--- config.mk ---
export PLATFORM = sky130hd
export DESIGN_NAME = pedestal_gain_window_peak_finder_top
export DESIGN_NICKNAME = d
export VERILOG_FILES = /design/src/rtl/pgw_pkg.sv /design/src/rtl/pgw_front.sv /design/src/rtl/pgw_fifo.sv /design/src/rtl/pgw_back.sv /design/src/rtl/pedestal_gain_window_peak_finder_top.sv
export SDC_FILE = /design/constraint.sdc
export NUM_CORES = 2
export LEC_CHECK = 0
export BUFFER_PORTS_ARGS = -buffer_cell sky130_fd_sc_hd__buf_4
export CORE_ASPECT_RATIO = 0.75
export CORE_MARGIN = 2
export CORE_UTILIZATION = 30
export CTS_BUF_LIST = sky130_fd_sc_hd__clkbuf_8
export DETAILED_ROUTE_END_ITERATION = 12
export GPL_TIMING_DRIVEN = 1
export PLACE_DENSITY = 0.51
export SLEW_MARGIN = 20
export SYNTH_ARGS = -nofsm -noshare
export SYNTH_HDL_FRONTEND = slang
export SYNTH_HIERARCHICAL = 1
export SYNTH_SLANG_ARGS = --single-unit
--- constraint.sdc ---
create_clock -name clk -period 9.1 [get_ports clk]
set_input_delay 0.91 -clock clk [delete_from_list [all_inputs] [get_ports clk]]
set_output_delay 0.91 -clock clk [all_outputs]
set_load 0.1 [all_outputs]
--- src/rtl/pgw_pkg.sv ---
package pgw_pkg;

	// build-time sizing
	localparam int MAX_SAMPLES = 64;
	localparam int SAMPLE_BITS = 12;

	// fixed field widths
	localparam int SAMPLE_W = 12;
	localparam int REG_W    = 16;
	localparam int CHARGE_W = 22;
	localparam int INDEX_W  = 6;
	localparam int CFG_IDX_W = 2;

	// internal arithmetic widths
	localparam int CNT_W  = $clog2(MAX_SAMPLES + 1);
	localparam int DIFF_W = 18;
	localparam int PROD_W = DIFF_W + REG_W + 1;
	localparam int CAL_W  = 24;
	localparam int SUM_W  = 26;
	localparam int POS_W  = SUM_W - 1;

	localparam int CHARGE_MAX = 4194303;
	localparam int INDEX_MAX  = 63;
	localparam int FRAC_SHIFT = 12;

	// divide by three through a reciprocal: ceil(2^27 / 3), exact for 26-bit inputs
	localparam int RECIP_SHIFT = 27;
	localparam int RECIP_W     = 26;
	localparam logic [RECIP_W-1:0] RECIP_THIRD = RECIP_W'(((1 << RECIP_SHIFT) + 2) / 3);
	localparam int QUOT_PROD_W = POS_W + RECIP_W;

	localparam int FIFO_DEPTH = 4;
	localparam int FIFO_PTR_W = $clog2(FIFO_DEPTH);

	localparam logic [REG_W-1:0] GAIN_RESET = REG_W'(4096);

	typedef enum logic [CFG_IDX_W-1:0] {
		REG_PEDESTAL    = 2'd0,
		REG_GAIN        = 2'd1,
		REG_COMMON_MODE = 2'd2
	} cfg_reg_t;

	// one calibrated slice handed from the front end to the peak tracker
	typedef struct packed {
		logic signed [CAL_W-1:0] cal;
		logic                    used;
		logic                    last;
		logic [CNT_W-1:0]        slot;
	} slice_t;

	typedef struct packed {
		logic full;
		logic empty;
	} fifo_stat_t;

endpackage

--- src/rtl/pgw_front.sv ---
module pgw_front import pgw_pkg::*; (
	input  logic                 clk,
	input  logic                 arst_n,
	input  logic                 in_valid,
	output logic                 in_ready,
	input  logic [SAMPLE_W-1:0]  sample,
	input  logic                 last,
	input  logic [REG_W-1:0]     pedestal,
	input  logic [REG_W-1:0]     gain,
	input  logic [REG_W-1:0]     common_mode,
	input  fifo_stat_t           fifo_stat,
	output logic                 push,
	output slice_t               push_slice,
	output logic [CNT_W-1:0]     slice_count
);

	localparam logic [SAMPLE_W-1:0] RAW_MASK = SAMPLE_W'((1 << SAMPLE_BITS) - 1);

	logic                     accept;
	logic                     used;
	logic [SAMPLE_W-1:0]      raw;
	logic signed [DIFF_W-1:0] diff;
	logic                     s1_ready;
	logic                     s2_ready;

	logic [CNT_W-1:0]         cnt_q;

	logic                     v_s1;
	logic signed [DIFF_W-1:0] diff_s1;
	logic                     used_s1;
	logic                     last_s1;
	logic [CNT_W-1:0]         slot_s1;

	logic                     v_s2;
	logic signed [PROD_W-1:0] prod_s2;
	logic                     used_s2;
	logic                     last_s2;
	logic [CNT_W-1:0]         slot_s2;

	assign s2_ready = !v_s2 || !fifo_stat.full;
	assign s1_ready = !v_s1 || s2_ready;
	assign in_ready = s1_ready;
	assign accept   = in_valid && in_ready;

	// slices past the capacity are dropped but still close the pulse on last
	assign used = cnt_q < CNT_W'(MAX_SAMPLES);
	assign raw  = sample & RAW_MASK;
	assign diff = $signed({2'b00, pedestal})
	            - $signed({2'b00, raw, 4'b0000})
	            - DIFF_W'($signed(common_mode));

	always_ff @(posedge clk or negedge arst_n) begin
		if (!arst_n) begin
			cnt_q <= '0;
			v_s1  <= 1'b0;
			v_s2  <= 1'b0;
		end else begin
			if (accept) begin
				if (last) begin
					cnt_q <= '0;
				end else if (used) begin
					cnt_q <= cnt_q + 1'b1;
				end
			end
			if (s1_ready) begin
				v_s1 <= accept;
			end
			if (s2_ready) begin
				v_s2 <= v_s1;
			end
		end
	end

	always_ff @(posedge clk) begin
		if (accept) begin
			diff_s1 <= diff;
			used_s1 <= used;
			last_s1 <= last;
			slot_s1 <= cnt_q;
		end
		if (s2_ready && v_s1) begin
			prod_s2 <= diff_s1 * $signed({1'b0, gain});
			used_s2 <= used_s1;
			last_s2 <= last_s1;
			slot_s2 <= slot_s1;
		end
	end

	// arithmetic shift gives the floor of the product over 4096
	assign push            = v_s2 && !fifo_stat.full;
	assign push_slice.cal  = CAL_W'(prod_s2 >>> FRAC_SHIFT);
	assign push_slice.used = used_s2;
	assign push_slice.last = last_s2;
	assign push_slice.slot = slot_s2;
	assign slice_count     = cnt_q;

endmodule

--- src/rtl/pgw_fifo.sv ---
module pgw_fifo import pgw_pkg::*; (
	input  logic       clk,
	input  logic       arst_n,
	input  logic       push,
	input  slice_t     push_slice,
	input  logic       pop,
	output slice_t     head,
	output fifo_stat_t stat
);

	slice_t                entry_q [FIFO_DEPTH];
	logic [FIFO_PTR_W-1:0] wr_ptr_q;
	logic [FIFO_PTR_W-1:0] rd_ptr_q;
	logic [FIFO_PTR_W:0]   fill_q;

	assign stat.full  = fill_q == (FIFO_PTR_W + 1)'(FIFO_DEPTH);
	assign stat.empty = fill_q == '0;
	assign head       = entry_q[rd_ptr_q];

	always_ff @(posedge clk or negedge arst_n) begin
		if (!arst_n) begin
			wr_ptr_q <= '0;
			rd_ptr_q <= '0;
			fill_q   <= '0;
		end else begin
			if (push) begin
				wr_ptr_q <= wr_ptr_q + 1'b1;
			end
			if (pop) begin
				rd_ptr_q <= rd_ptr_q + 1'b1;
			end
			if (push && !pop) begin
				fill_q <= fill_q + 1'b1;
			end else if (pop && !push) begin
				fill_q <= fill_q - 1'b1;
			end
		end
	end

	always_ff @(posedge clk) begin
		if (push) begin
			entry_q[wr_ptr_q] <= push_slice;
		end
	end

endmodule

--- src/rtl/pgw_back.sv ---
module pgw_back import pgw_pkg::*; (
	input  logic                clk,
	input  logic                arst_n,
	input  slice_t              head,
	input  fifo_stat_t          fifo_stat,
	output logic                pop,
	output logic                out_valid,
	input  logic                out_ready,
	output logic [CHARGE_W-1:0] charge,
	output logic [INDEX_W-1:0]  peak_index
);

	logic signed [CAL_W-1:0] prev_one_q;
	logic signed [CAL_W-1:0] prev_two_q;
	logic signed [SUM_W-1:0] best_sum_q;
	logic [INDEX_W-1:0]      best_index_q;

	logic signed [SUM_W-1:0] win_sum;
	logic [CNT_W-1:0]        center;
	logic [INDEX_W-1:0]      center_idx;
	logic                    take;
	logic signed [SUM_W-1:0] new_sum;
	logic [INDEX_W-1:0]      new_index;

	logic                    s1_ready;
	logic                    s2_ready;
	logic                    v_s1;
	logic [POS_W-1:0]        sum_s1;
	logic [INDEX_W-1:0]      idx_s1;
	logic                    v_s2;
	logic [QUOT_PROD_W-1:0]  prod_s2;
	logic [INDEX_W-1:0]      idx_s2;
	logic [QUOT_PROD_W-RECIP_SHIFT-1:0] quot;

	assign win_sum = SUM_W'(prev_two_q) + SUM_W'(prev_one_q) + SUM_W'(head.cal);
	assign center  = head.slot - 1'b1;
	assign center_idx = (center > CNT_W'(INDEX_MAX)) ? INDEX_W'(INDEX_MAX) : INDEX_W'(center);
	// strictly larger only, so the earliest window keeps a tie
	assign take = head.used && (head.slot >= CNT_W'(2)) && (win_sum > best_sum_q);

	always_comb begin
		new_sum   = best_sum_q;
		new_index = best_index_q;
		if (take) begin
			new_sum   = win_sum;
			new_index = center_idx;
		end
	end

	assign s2_ready = !v_s2 || out_ready;
	assign s1_ready = !v_s1 || s2_ready;
	assign pop      = !fifo_stat.empty && (!head.last || s1_ready);

	always_ff @(posedge clk or negedge arst_n) begin
		if (!arst_n) begin
			prev_one_q   <= '0;
			prev_two_q   <= '0;
			best_sum_q   <= '0;
			best_index_q <= '0;
			v_s1         <= 1'b0;
			v_s2         <= 1'b0;
		end else begin
			if (pop) begin
				if (head.last) begin
					prev_one_q   <= '0;
					prev_two_q   <= '0;
					best_sum_q   <= '0;
					best_index_q <= '0;
				end else begin
					if (head.used) begin
						prev_two_q <= prev_one_q;
						prev_one_q <= head.cal;
					end
					best_sum_q   <= new_sum;
					best_index_q <= new_index;
				end
			end
			if (s1_ready) begin
				v_s1 <= pop && head.last;
			end
			if (s2_ready) begin
				v_s2 <= v_s1;
			end
		end
	end

	// best sum never drops below zero, so its low bits are the magnitude
	always_ff @(posedge clk) begin
		if (pop && head.last && s1_ready) begin
			sum_s1 <= new_sum[POS_W-1:0];
			idx_s1 <= new_index;
		end
		if (s2_ready && v_s1) begin
			prod_s2 <= QUOT_PROD_W'(sum_s1) * QUOT_PROD_W'(RECIP_THIRD);
			idx_s2  <= idx_s1;
		end
	end

	assign quot       = prod_s2[QUOT_PROD_W-1:RECIP_SHIFT];
	assign out_valid  = v_s2;
	assign charge     = (quot > (QUOT_PROD_W - RECIP_SHIFT)'(CHARGE_MAX))
	                  ? CHARGE_W'(CHARGE_MAX) : quot[CHARGE_W-1:0];
	assign peak_index = idx_s2;

endmodule

--- src/rtl/pedestal_gain_window_peak_finder_top.sv ---
// a result is valid after its tlast word passes the front, queue and back registers
// throughput: one sample word per cycle while the queue has room; results add no gap
// the rate is set by the window update, which folds one slice per cycle (a closing
// slice waits for result room) behind a subtract and a multiply stage of calibration
// reset: pedestal 0, gain 1.0, common mode 0, pulse state and queue cleared at once
// no clearing pass; the block takes words as soon as reset is released
module pedestal_gain_window_peak_finder_top import pgw_pkg::*; (
	input  logic                 clk,
	input  logic                 arst_n,
	input  logic                 s_axis_tvalid,
	output logic                 s_axis_tready,
	input  logic [15:0]          s_axis_tdata,  // [11:0] sample
	input  logic                 s_axis_tlast,
	output logic                 m_axis_tvalid,
	input  logic                 m_axis_tready,
	output logic [31:0]          m_axis_tdata,  // [21:0] charge, [27:22] peak_index
	input  logic                 cfg_valid,
	output logic                 cfg_ready,
	input  logic [CFG_IDX_W-1:0] cfg_index,
	input  logic [REG_W-1:0]     cfg_data
);

	logic [REG_W-1:0]    pedestal_q;
	logic [REG_W-1:0]    gain_q;
	logic [REG_W-1:0]    common_mode_q;

	logic                push;
	logic                pop;
	slice_t              push_slice;
	slice_t              head;
	fifo_stat_t          fifo_stat;
	logic [CNT_W-1:0]    slice_count;
	logic [CHARGE_W-1:0] charge;
	logic [INDEX_W-1:0]  peak_index;

	assign cfg_ready = 1'b1;

	always_ff @(posedge clk or negedge arst_n) begin
		if (!arst_n) begin
			pedestal_q    <= '0;
			gain_q        <= GAIN_RESET;
			common_mode_q <= '0;
		end else if (cfg_valid && cfg_ready) begin
			case (cfg_index)
				REG_PEDESTAL:    pedestal_q    <= cfg_data;
				REG_GAIN:        gain_q        <= cfg_data;
				REG_COMMON_MODE: common_mode_q <= cfg_data;
				default: ;
			endcase
		end
	end

	pgw_front u_front (
		.clk         (clk),
		.arst_n      (arst_n),
		.in_valid    (s_axis_tvalid),
		.in_ready    (s_axis_tready),
		.sample      (s_axis_tdata[SAMPLE_W-1:0]),
		.last        (s_axis_tlast),
		.pedestal    (pedestal_q),
		.gain        (gain_q),
		.common_mode (common_mode_q),
		.fifo_stat   (fifo_stat),
		.push        (push),
		.push_slice  (push_slice),
		.slice_count (slice_count)
	);

	pgw_fifo u_fifo (
		.clk        (clk),
		.arst_n     (arst_n),
		.push       (push),
		.push_slice (push_slice),
		.pop        (pop),
		.head       (head),
		.stat       (fifo_stat)
	);

	pgw_back u_back (
		.clk        (clk),
		.arst_n     (arst_n),
		.head       (head),
		.fifo_stat  (fifo_stat),
		.pop        (pop),
		.out_valid  (m_axis_tvalid),
		.out_ready  (m_axis_tready),
		.charge     (charge),
		.peak_index (peak_index)
	);

	assign m_axis_tdata = {4'b0000, peak_index, charge};

	a_no_push_full: assert property (@(posedge clk) disable iff (!arst_n)
		!(push && fifo_stat.full))
		else $error("slice queue written while full");

	a_no_pop_empty: assert property (@(posedge clk) disable iff (!arst_n)
		!(pop && fifo_stat.empty))
		else $error("slice queue read while empty");

	a_count_clears: assert property (@(posedge clk) disable iff (!arst_n)
		s_axis_tvalid && s_axis_tready && s_axis_tlast |=> slice_count == '0)
		else $error("slice count not cleared after last word");

	a_count_bound: assert property (@(posedge clk) disable iff (!arst_n)
		slice_count <= CNT_W'(MAX_SAMPLES))
		else $error("slice count beyond capacity");

endmodule

==> run_results.csv <==
group,metric,value,unit
outcome,status,"finished clean",
clock_tree,cts_sinks,398,
clock_tree,holdBufCountCts,0,
critical_path,start_kind,"register",
yosys,syn_area,0.0375,mm²
die,initial_core_util,30.2,%
placement,gp_congestion,0.813,
clock_tree,max-clock-path-buffers,3,
placement,dp_slack,1.49,ns
timing,rsz0062_at_grt,"no",
placement,dp_hpwl,60.9,mm
die,chipHeight,310,µm
finish,layout_commonest_cell,"inv_1",
timing,fin_skew,0.0392,ns
finish,nets,4335,
critical_path,worstSetupPathType,"register to register",
timing,report.final.hold_viol_count,0,
global_route,grt_max_degree,55,
yosys,ys_seq_area_share,30.0,%
worst_hold_path,min_path_type,"primary input to asynchronous set/reset pin",
die,io_pins,75,
yosys,syn_avg_cell_area,11.1,µm²
timing,worstMarginPinSlew,0.948,ns
clock_tree,cts_resized,0,
global_route,grt_use_met3,1.89,%
routing,ant_nets,0,
critical_path,cp.required,9.52,ns
global_route,gr-usage-met2,19.2,%
yosys,synth_edf_count,252,
finish,areaGrowthSynthToFinish,9.58,%
routing,vias,22700,
yosys,syn_inst,3371,
placement,portBuffers,65,
yosys,yosysWarnings,6,
critical_path,crit_arrival,7.98,ns
yosys,synth-seq-cells,398,
routing,drt_iter0_markers,1082,
yosys,ys_types,83,
die,num_rows,112,
timing,fmaxAchievable,132,MHz
global_route,grt_use_met1,18.7,%
critical_path,crit_start,"u_back/sum_s1[10]",
clock_tree,numCtsBuffers,69,
global_route,gr-usage-all-layers,12.5,%
routing,routed_wl,76.9,mm
finish,layout_common_cells,"inv_1, fa_1, ha_1",
timing,tns,0,ns
finish,layout-drive-gt1-share,8.43,%
global_route,busiest_layer,"met2",
clock_tree,root_buffer,"clkbuf_8",
timing,hold-worst-slack,0.173,ns
routing,avgRoutedWirePerCell,15.0,µm
routing,vias_per_cell,4.42,
routing,drc,0,
timing,drv_slew,0,
timing,fin_ws,1.54,ns
routing,dr.pass1.iters,5,
timing,setup_violations,0,
die,core,0.124,mm²
global_route,first_global_vias,24100,
clock_tree,path_clk_slew,0.06,ns
clock_tree,insertion_delay,0.68,ns
timing,slew_headroom,36.6,%
clock_tree,post_cts_buffers,0,
die,dieArea,0.128,mm²
clock_tree,htree_levels,3,
critical_path,worstReg2RegStart,"u_back/sum_s1[10]",
clock_tree,cts_tree,"yes",
critical_path,path_max_fanout,6,
global_route,grt_pass1_wl,129,mm
timing,period_share,83.1,%
critical_path,end_kind,"register",
die,dieWidth,412,µm
yosys,ys.flop_type,"edfxtp_1",
global_route,overflow,0,
timing,min_period,7.56,ns
flow_run,max_cap_viol_count,0,
global_route,antenna_found_initial,1,
yosys,synthArstFlopShare,36.7,%
state kept, by name (all words and copies together) (netlist names), 7 cells and up:
| signal | count |
|---|---|
| u_fifo/entry_q | 132 |
| u_back/best_sum_q | 26 |
| u_back/sum_s1 | 25 |
| u_back/prev_one_q | 24 |
| u_back/prev_two_q | 24 |
| u_back/prod_s2 | 24 |
| u_front/prod_s2 | 23 |
| u_front/diff_s1 | 18 |
| common_mode_q | 16 |
| gain_q | 16 |
| pedestal_q | 16 |
| u_front/slice_count | 7 |
| u_front/slot_s1 | 7 |
| u_front/slot_s2 | 7 |
through the flow:
step / utilization (%) / area (µm²) / instances
floorplan: - / 37500 / 3374
global placement: 32.0 / 39700 / 5015
detailed placement: 32.0 / 39700 / 5015
CTS: 33.1 / 41100 / 5140
global route: 33.1 / 41100 / 5141
finish: 33.1 / 41100 / 5141
cell usage after synthesis, drive strengths merged (70+ instances only):
master | instances | area [µm²]
inv | 755 | 2830
fa | 485 | 9710
ha | 377 | 4720
nand2 | 264 | 991
edfxtp | 252 | 7570
dfrtp | 145 | 3630
and2 | 128 | 801
a21oi | 89 | 453
o21ai | 82 | 410
nor2 | 76 | 288
xnor2 | 71 | 622
clkbuf | 70 | 273
layout make-up:
class	count	area [µm²]
clock buffers	73	1000
repair buffers	86	649
well taps	1653	2070
multi-input cells	2123	22900
inverters	755	2830
fillers	12700	83100
diodes	1	2.50
flip-flops and latches	398	11200
clock inverters	52	339
worst max-delay path, stage by stage (launching register included):
cell      delay, ns
edfxtp_1       0.49
ha_1           0.35
inv_1          0.09
fa_1           0.55
inv_1          0.13
fa_1           0.53
inv_1          0.16
fa_1           0.56
inv_1          0.06
fa_1           0.51
fa_1           0.54
inv_1          0.05
fa_1           0.53
inv_1          0.04
ha_1           0.36
a211oi_1       0.25
o21ai_0        0.12
a221oi_1       0.43
a21oi_1        0.17
a211oi_2       0.48
a211oi_1       0.22
a311o_1        0.42
a21oi_1        0.18
xnor2_1        0.08
cell families (layout without fill, tap and decap cells):
group           count (synthesis)  in the layout  synth area share, %
fa+ha+maj                     862            862                 38.5
buf+inv                       853            966                 8.94
simple gates                  633            633                 8.38
compound gates                423            423                 7.85
flops                         398            398                 30.0
xor+xnor                      102            102                 2.38
mux                            98             98                 3.96
other cells                     2              6               0.0200
worst paths after layout:
path                                             end  slack, ns  cells after the start
worst max-delay path              u_back/prod_s2[38]       1.54                     23
worst min-delay path                  pedestal_q[12]       0.17                      1
worst max register to register    u_back/prod_s2[38]       1.54                     23
worst min register to register  u_back/peak_index[3]       0.42                      0
max in group asynchronous         u_fifo/rd_ptr_q[0]       7.12                      3
min in group clk                u_back/peak_index[3]       0.42                      0
per-layer routing:
metal	part of all wire [%]	vias up
met4	1.6	0
met2	43	325
li1	-	11100
met1	52	11200
met5	0	-
met3	3.6	72
Power is left out: the tool's default activity adds up to more than one toggle a clock period on the data nets, which glitch-free logic cannot reach.
